--- config.mk ---
export PLATFORM = sky130hd
export DESIGN_NAME = kpt_lane
export DESIGN_NICKNAME = d
export VERILOG_FILES = /design/src/design/kpt_pkg.sv /design/src/design/kpt_lane.sv
export SDC_FILE = /design/constraint.sdc
export NUM_CORES = 2
export LEC_CHECK = 0
export ABC_AREA = 1
export CORE_ASPECT_RATIO = 2
export CORE_MARGIN = 3
export CORE_UTILIZATION = 60
export DETAILED_ROUTE_END_ITERATION = 10
export DONT_BUFFER_PORTS = 1
export PLACE_DENSITY = 0.76
export SLEW_MARGIN = 20
export SYNTH_ARGS = -nofsm -noshare
export SYNTH_HDL_FRONTEND = slang
export SYNTH_SLANG_ARGS = --single-unit
--- constraint.sdc ---
create_clock -name aclk -period 10.4 [get_ports aclk]
set_input_delay 2.08 -clock aclk [delete_from_list [all_inputs] [get_ports aclk]]
set_output_delay 2.08 -clock aclk [all_outputs]
set_load 0.03 [all_outputs]
--- src/design/kpt_pkg.sv ---
package kpt_pkg;

    // Geometry
    localparam int AXES      = 3;
    localparam int COORD_W   = 32;
    localparam int COV_W     = 24;
    localparam int CNT_W     = 16;
    localparam int FRAC      = 16;
    localparam int K_W       = FRAC + 1;
    localparam int KIND_W    = 2;
    localparam int CFG_IDX_W = 2;

    // Stream payload widths, padded to whole bytes
    localparam int S_TDATA_W = ((AXES * COORD_W + 7) / 8) * 8;
    localparam int M_TDATA_W = ((AXES * COORD_W + 2 * CNT_W + 7) / 8) * 8;

    // Gain divider
    localparam int DEN_W      = COV_W + 1;
    localparam int DIV_STEPS  = K_W;
    localparam int DIV_CNT_W  = $clog2(DIV_STEPS + 1);
    localparam int COV_PROD_W = K_W + COV_W;

    // Request kinds
    localparam logic [KIND_W-1:0] KIND_START   = 2'd0;
    localparam logic [KIND_W-1:0] KIND_PREDICT = 2'd1;
    localparam logic [KIND_W-1:0] KIND_CORRECT = 2'd2;

    // Register indexes
    localparam logic [CFG_IDX_W-1:0] CFG_PROCESS_NOISE = 2'd0;
    localparam logic [CFG_IDX_W-1:0] CFG_MEAS_NOISE    = 2'd1;
    localparam logic [CFG_IDX_W-1:0] CFG_INIT_COV      = 2'd2;

    localparam logic [COV_W-1:0] PROCESS_NOISE_RST = 24'd655;
    localparam logic [COV_W-1:0] MEAS_NOISE_RST    = 24'd6554;
    localparam logic [COV_W-1:0] INIT_COV_RST      = 24'd65536;

    localparam logic [COV_W-1:0] COV_MAX = {COV_W{1'b1}};
    localparam logic [CNT_W-1:0] CNT_MAX = {CNT_W{1'b1}};

    typedef logic [COORD_W-1:0] coord_t;

endpackage

--- src/design/kpt_lane.sv ---
module kpt_lane import kpt_pkg::*; (
    input  logic           aclk,
    input  logic           aresetn,
    input  logic           start,
    input  coord_t         pre,
    input  coord_t         meas,
    input  logic [K_W-1:0] gain,
    output logic           done,
    output coord_t         post
);

    localparam int HI_W      = COORD_W + 1 - FRAC;
    localparam int PROD_HI_W = HI_W + K_W;
    localparam int PROD_LO_W = FRAC + K_W;
    localparam int DM_W      = PROD_HI_W + 1;
    localparam logic [PROD_LO_W:0] ROUND_HALF = (PROD_LO_W + 1)'(1) << (FRAC - 1);

    logic [COORD_W:0] diff;
    logic [COORD_W:0] mag;
    logic             neg;

    logic                 v1_reg, v2_reg, v3_reg;
    logic                 neg1_reg, neg2_reg;
    coord_t               pre1_reg, pre2_reg;
    logic [HI_W-1:0]      hi1_reg;
    logic [FRAC-1:0]      lo1_reg;
    logic [K_W-1:0]       gain1_reg;
    logic [PROD_HI_W-1:0] prod_hi2_reg;
    logic [PROD_LO_W-1:0] prod_lo2_reg;
    coord_t               post_reg;

    logic [PROD_LO_W:0] lo_rnd;
    logic [DM_W-1:0]    dm;
    coord_t             post_next;

    assign diff = {meas[COORD_W-1], meas} - {pre[COORD_W-1], pre};
    assign neg  = diff[COORD_W];
    assign mag  = neg ? (~diff + 1'b1) : diff;

    assign lo_rnd    = {1'b0, prod_lo2_reg} + ROUND_HALF;
    assign dm        = DM_W'(prod_hi2_reg) + DM_W'(lo_rnd[PROD_LO_W:FRAC]);
    // the step never passes the measurement, so wraparound at COORD_W is exact
    assign post_next = neg2_reg ? (pre2_reg - dm[COORD_W-1:0])
                                : (pre2_reg + dm[COORD_W-1:0]);

    always_ff @(posedge aclk) begin
        if (!aresetn) begin
            v1_reg <= 1'b0;
            v2_reg <= 1'b0;
            v3_reg <= 1'b0;
        end else begin
            v1_reg <= start;
            v2_reg <= v1_reg;
            v3_reg <= v2_reg;
        end
    end

    always_ff @(posedge aclk) begin
        if (start) begin
            neg1_reg  <= neg;
            pre1_reg  <= pre;
            hi1_reg   <= mag[COORD_W:FRAC];
            lo1_reg   <= mag[FRAC-1:0];
            gain1_reg <= gain;
        end
        if (v1_reg) begin
            neg2_reg     <= neg1_reg;
            pre2_reg     <= pre1_reg;
            prod_hi2_reg <= PROD_HI_W'(hi1_reg) * PROD_HI_W'(gain1_reg);
            prod_lo2_reg <= PROD_LO_W'(lo1_reg) * PROD_LO_W'(gain1_reg);
        end
        if (v2_reg) begin
            post_reg <= post_next;
        end
    end

    assign done = v3_reg;
    assign post = post_reg;

endmodule

== After elaboration in Yosys (flattened, before gate mapping) ==
Index checks and enable logic that the tools add are counted.

* Add/sub/neg operators: 6
* $mul: 2
* Div/mod/pow operators: 0
* Order comparisons: 0
* Equality and inequality tests: 0
* Shift-type cells: 0
* Mux-type cells: 2
* Bitwise gates (word level): 1
* Reduce and logical (&&, ||, !) cells: 0

{| class="wikitable"
|+ Operators with widths
! cell !! count
|-
| $mux 32 || 2
|-
| $add 33x16->34 const B || 1
|-
| $add 33x1->33 const B || 1
|-
| $mul 16x17->33 || 1
|-
| $not 33->33 || 1
|-
| $sub 32x32->33 || 1
|-
| $add 32x18->32 || 1
|-
| $add 32x32->32 || 1
|-
| $mul 17x17->32 || 1
|-
| $sub 32x32->32 || 1
|}

* Bits in registers: 216
* Latch bits: 0
* RAM bits: 0
* ROM bits: 0
* Input bits: 84
* Memories kept: 0

== Depth between registers and ports, before layout ==
* Depth after elaboration: 4
* Mapped depth: 39
* Gate-level depth less buffers: 39

== Least setup slack after synthesis ==
OpenSTA, ideal clock, no wires.

* Path kind: register -> register
* Start: reg hi1_reg[12]
* End: reg prod_hi2_reg[30] (data pin)
* Arrival: 5,638 ps
* Path slack: 4,498 ps
* Stages on the path, launching flop included: 26
* Buffers on the path: 3
* Clock period less this slack: 5,902 ps
* Path through: edfxtp_1 -> clkbuf_1 -> clkbuf_1 -> nand2_1 -> fa_1 -> inv_1 -> fa_1 -> inv_1 -> fa_1 -> inv_1 -> fa_1 -> inv_1 -> fa_1 -> inv_1 -> fa_1 -> ha_1 -> clkbuf_1 -> nand2_1 -> nor2_1 -> nand4_1 -> a21oi_1 -> nor2_1 -> o21ai_0 -> nand2_1 -> a31oi_1 -> xor2_1

* Longest elaborated chain between the ends: 1

{| class="wikitable"
|+ RTL lines
! element !! line !! RTL
|-
| from (decl) || kpt_lane.sv:25 || <nowiki>logic [HI_W-1:0] hi1_reg;</nowiki>
|-
| from (signal assigned) || kpt_lane.sv:62 || <nowiki>hi1_reg <= mag[COORD_W:FRAC];</nowiki>
|-
| $mul 17x17->32 || kpt_lane.sv:69 || <nowiki>prod_hi2_reg <= PROD_HI_W'(hi1_reg) * PROD_HI_W'(gain1_reg);</nowiki>
|-
| to (signal assigned) || kpt_lane.sv:69 ||
|-
| to (decl) || kpt_lane.sv:28 || <nowiki>logic [PROD_HI_W-1:0] prod_hi2_reg;</nowiki>
|}

No other way between the ends.
A chain may end at the register's enable or synchronous reset.

== Final worst setup path ==
* Start: reg prod_lo2_reg[16]
* End: reg post_reg[31] (netlist: post[31]) (data pin)

* Longest elaborated chain between the ends: 4

{| class="wikitable"
|+ RTL lines
! element !! line !! RTL
|-
| from (decl) || kpt_lane.sv:29 || <nowiki>logic [PROD_LO_W-1:0] prod_lo2_reg;</nowiki>
|-
| from (signal assigned) || kpt_lane.sv:70 || <nowiki>prod_lo2_reg <= PROD_LO_W'(lo1_reg) * PROD_LO_W'(gain1_reg);</nowiki>
|-
| $add 33x16->34 * || kpt_lane.sv:40 || <nowiki>assign lo_rnd = {1'b0, prod_lo2_reg} + ROUND_HALF;</nowiki>
|-
| $add 32x18->32 * || kpt_lane.sv:41 || <nowiki>assign dm = DM_W'(prod_hi2_reg) + DM_W'(lo_rnd[PROD_LO_W:FRAC]);</nowiki>
|-
| $add 32x32->32 / $sub 32x32->32 (equally long branches) || kpt_lane.sv:44, kpt_lane.sv:43 ||
|-
| $mux 32 * || kpt_lane.sv:43 || <nowiki>assign post_next = neg2_reg ? (pre2_reg - dm[COORD_W-1:0])</nowiki>
|-
| via post_next[31] || kpt_lane.sv:34 || <nowiki>coord_t post_next;</nowiki>
|-
| to (signal assigned) || kpt_lane.sv:73 || <nowiki>post_reg <= post_next;</nowiki>
|-
| to (decl) || kpt_lane.sv:30 || <nowiki>coord_t post_reg;</nowiki>
|}

Mark *: on every way through the listed nets, which the timed path passes. The rest lies on a longest branch.

==> results.cfg <==
[sta]
setup_violations = 0
slew_viol_final = 0
rsz0062_at_grt = false
max_freq_ghz = 0.158
period_share = 0.610
period_needed_ps = 6350
hold_viol = 0
worst_pin_slew_ps = 1000
skew_ps = 14.5
slew_headroom = 0.330
fin_setup_tns_ps = 0

[yosys]
synth-edff-count = 198
syn_area_per_cell_um2 = 7.49
synthArstFlopShare = 0
syn_inst = 4448
synth-seq-area-share = 0.180
synth_xor_area_frac = 0.0389
yosysWarnings = 0
syn_nets = 5248
synth-simple-area-share = 0.234
synth_area_um2 = 33300
synth_top_family_by_area = adder cells
synth-seq-cells = 201
synth_compound_area_frac = 0.0414
synth_mux_area_frac = 0
synth_fa_ha_area_frac = 0.366
synth.distinct_cells = 47
synth_ff_type = edfxtp_1

[routing]
drt_iter0_drc = 1672
wl_um = 96800
via_per_inst = 5.50
dr.pass1.iters = 6
drtAntennaViolNets = 0
vias = 28100
drcViolationCount = 0
post_drt_wl_per_cell_um = 18.9

[place]
dpl.hpwl_um = 78500
io_buffer_count = 0
gpl.final_weighted_congestion = 1.01

[floorplanning]
core_area_um2 = 54700
core.rowCount = 121
start_util = 0.610
die_area_um2 = 58600
dieWidth_um = 173
die_y_um = 339
ios = 117

[clock_network]
cts_made_buffers = 21
clk_path_buf_depth = 3
postCtsSetupBuffers = 0
clk_latency_ps = 550
clkSlewWorstSetupHoldPaths_ps = 70
cts_tree = done
cts_sinks = 201
cts-resized-gates = 0
cts_hold_buf = 0
htree_levels = 1
root_buffer = clkbuf_16

[setup_path]
crit_type = reg2reg
cpMostUsedCell = nand2_1
required_ps = 10700
crit_fanout = 5
cpMaxStageDelayCell = edfxtp_1
max_stage_delay_ps = 460
arrival_ps = 6650
endpoint_kind = register
cpLargestDelayFamily = simple AND/OR/NAND/NOR gates
worst-path-buf-inv = 1
cp-start-kind = register

[layout]
fin_nets = 5157
area_delta_synth_final_pct = 3.76
drive_gt1_frac = 0.0279
fillCellCount = 4937

[job]
maxCapViolations = 0

[grt]
grt_usage = 0.331
grt_max_degree = 85
grt_overflow = 0
grt_pass1_wl_um = 152000
antenna_found_initial = 3
grt_pass1_vias = 29500

[outcome]
status = complete, no violations

[worst_hold_path]
hold_class = reg2reg
[metrics by stage]
stage / instances / instance area [um^2] / setup WS, ps / hold WS (ps) / util
6_report: 5113 / 34600 / 4050 / 417 / 0.633
5_1_grt: 5113 / 34600 / 3320 / 427 / 0.633
4_1_cts: 5110 / 34600 / 4060 / 420 / 0.633
3_5_place_dp: 5072 / 33900 / 4080 / 405 / 0.620
3_3_place_gp: 5072 / 33900 / 4150 / 402 / 0.620
2_1_floorplan: 4448 / 33300 / 4500 / 400 / -
[kinds of logic after synthesis]
| kind of cell | Yosys count |
|---|---|
| and+or+nand+nor | 1903 |
| buffers and inverters | 1233 |
| adders and majority gates | 716 |
| AOI/OAI and AO/OA | 249 |
| DFF | 201 |
| xor gates and xnor gates | 146 |
[Yosys cell counts (35+ instances only)]
cell,instances,area (um^2)
nand2_1,1363,5120
inv_1,1076,4040
fa_1,433,8670
ha_1,283,3540
nor2_1,221,830
edfxtp_1,198,5950
nand3_1,158,791
clkbuf_1,135,507
a21oi_1,126,631
xor2_1,110,963
nand4_1,62,388
o21ai_0,58,290
xnor2_1,35,307
[final cells by class]
type	count	area [um^2]	area share
diodes	3	7.51	0.000217
clock buffers	21	526	0.0152
clock inverters	17	148	0.00427
inverters	1093	4100	0.119
multi-input cells	3014	22700	0.656
flip-flops and latches	201	6010	0.174
well taps	738	923	0.0267
repair buffers	26	195	0.00564
[layout by cell type, fill, tap and decap left out, types with 4 or more instances in the layout]
cell type,count
nand2_1,1363
inv_1,1076
fa_1,433
ha_1,283
nor2_1,221
edfxtp_1,198
nand3_1,158
a21oi_1,126
xor2_1,110
nand4_1,62
o21ai_0,58
xnor2_1,35
nor3_1,30
buf_4,26
clkbuf_16,21
a31oi_1,18
inv_2,17
nor2_2,15
nand3b_1,10
o21bai_1,8
nand2_2,8
o21ai_1,7
a21o_1,7
nor4_1,6
o21a_1,6
and3_1,6
and2_1,6
nor2_4,6
nand3_2,5
o31ai_1,4
inv_6,4
clkinv_1,4
[worst paths after layout]
kind	start	endpoint	slack [ps]	depth (start not counted)
hold reg to reg	neg1_reg$_DFFE_PP_	neg2_reg$_DFFE_PP_	420	0
hold / removal	neg1_reg$_DFFE_PP_	neg2_reg$_DFFE_PP_	420	0
setup / recovery	prod_lo2_reg[16]$_DFFE_PP_	post[31]$_DFFE_PP_	4050	30
setup reg to reg	prod_lo2_reg[16]$_DFFE_PP_	post[31]$_DFFE_PP_	4050	30
[per-layer routing]
layer | track usage | part of all wire | vias up
li1 | - | - | 13200
met1 | 0.318 | 0.32 | 13400
met2 | 0.635 | 0.54 | 1103
met3 | 0.0355 | 0.048 | 471
met4 | 0.258 | 0.096 | 0
met5 | 0 | 0 | -
Power is left out: the tool's default activity adds up to more than one toggle a clock period on the data nets, which glitch-free logic cannot reach.
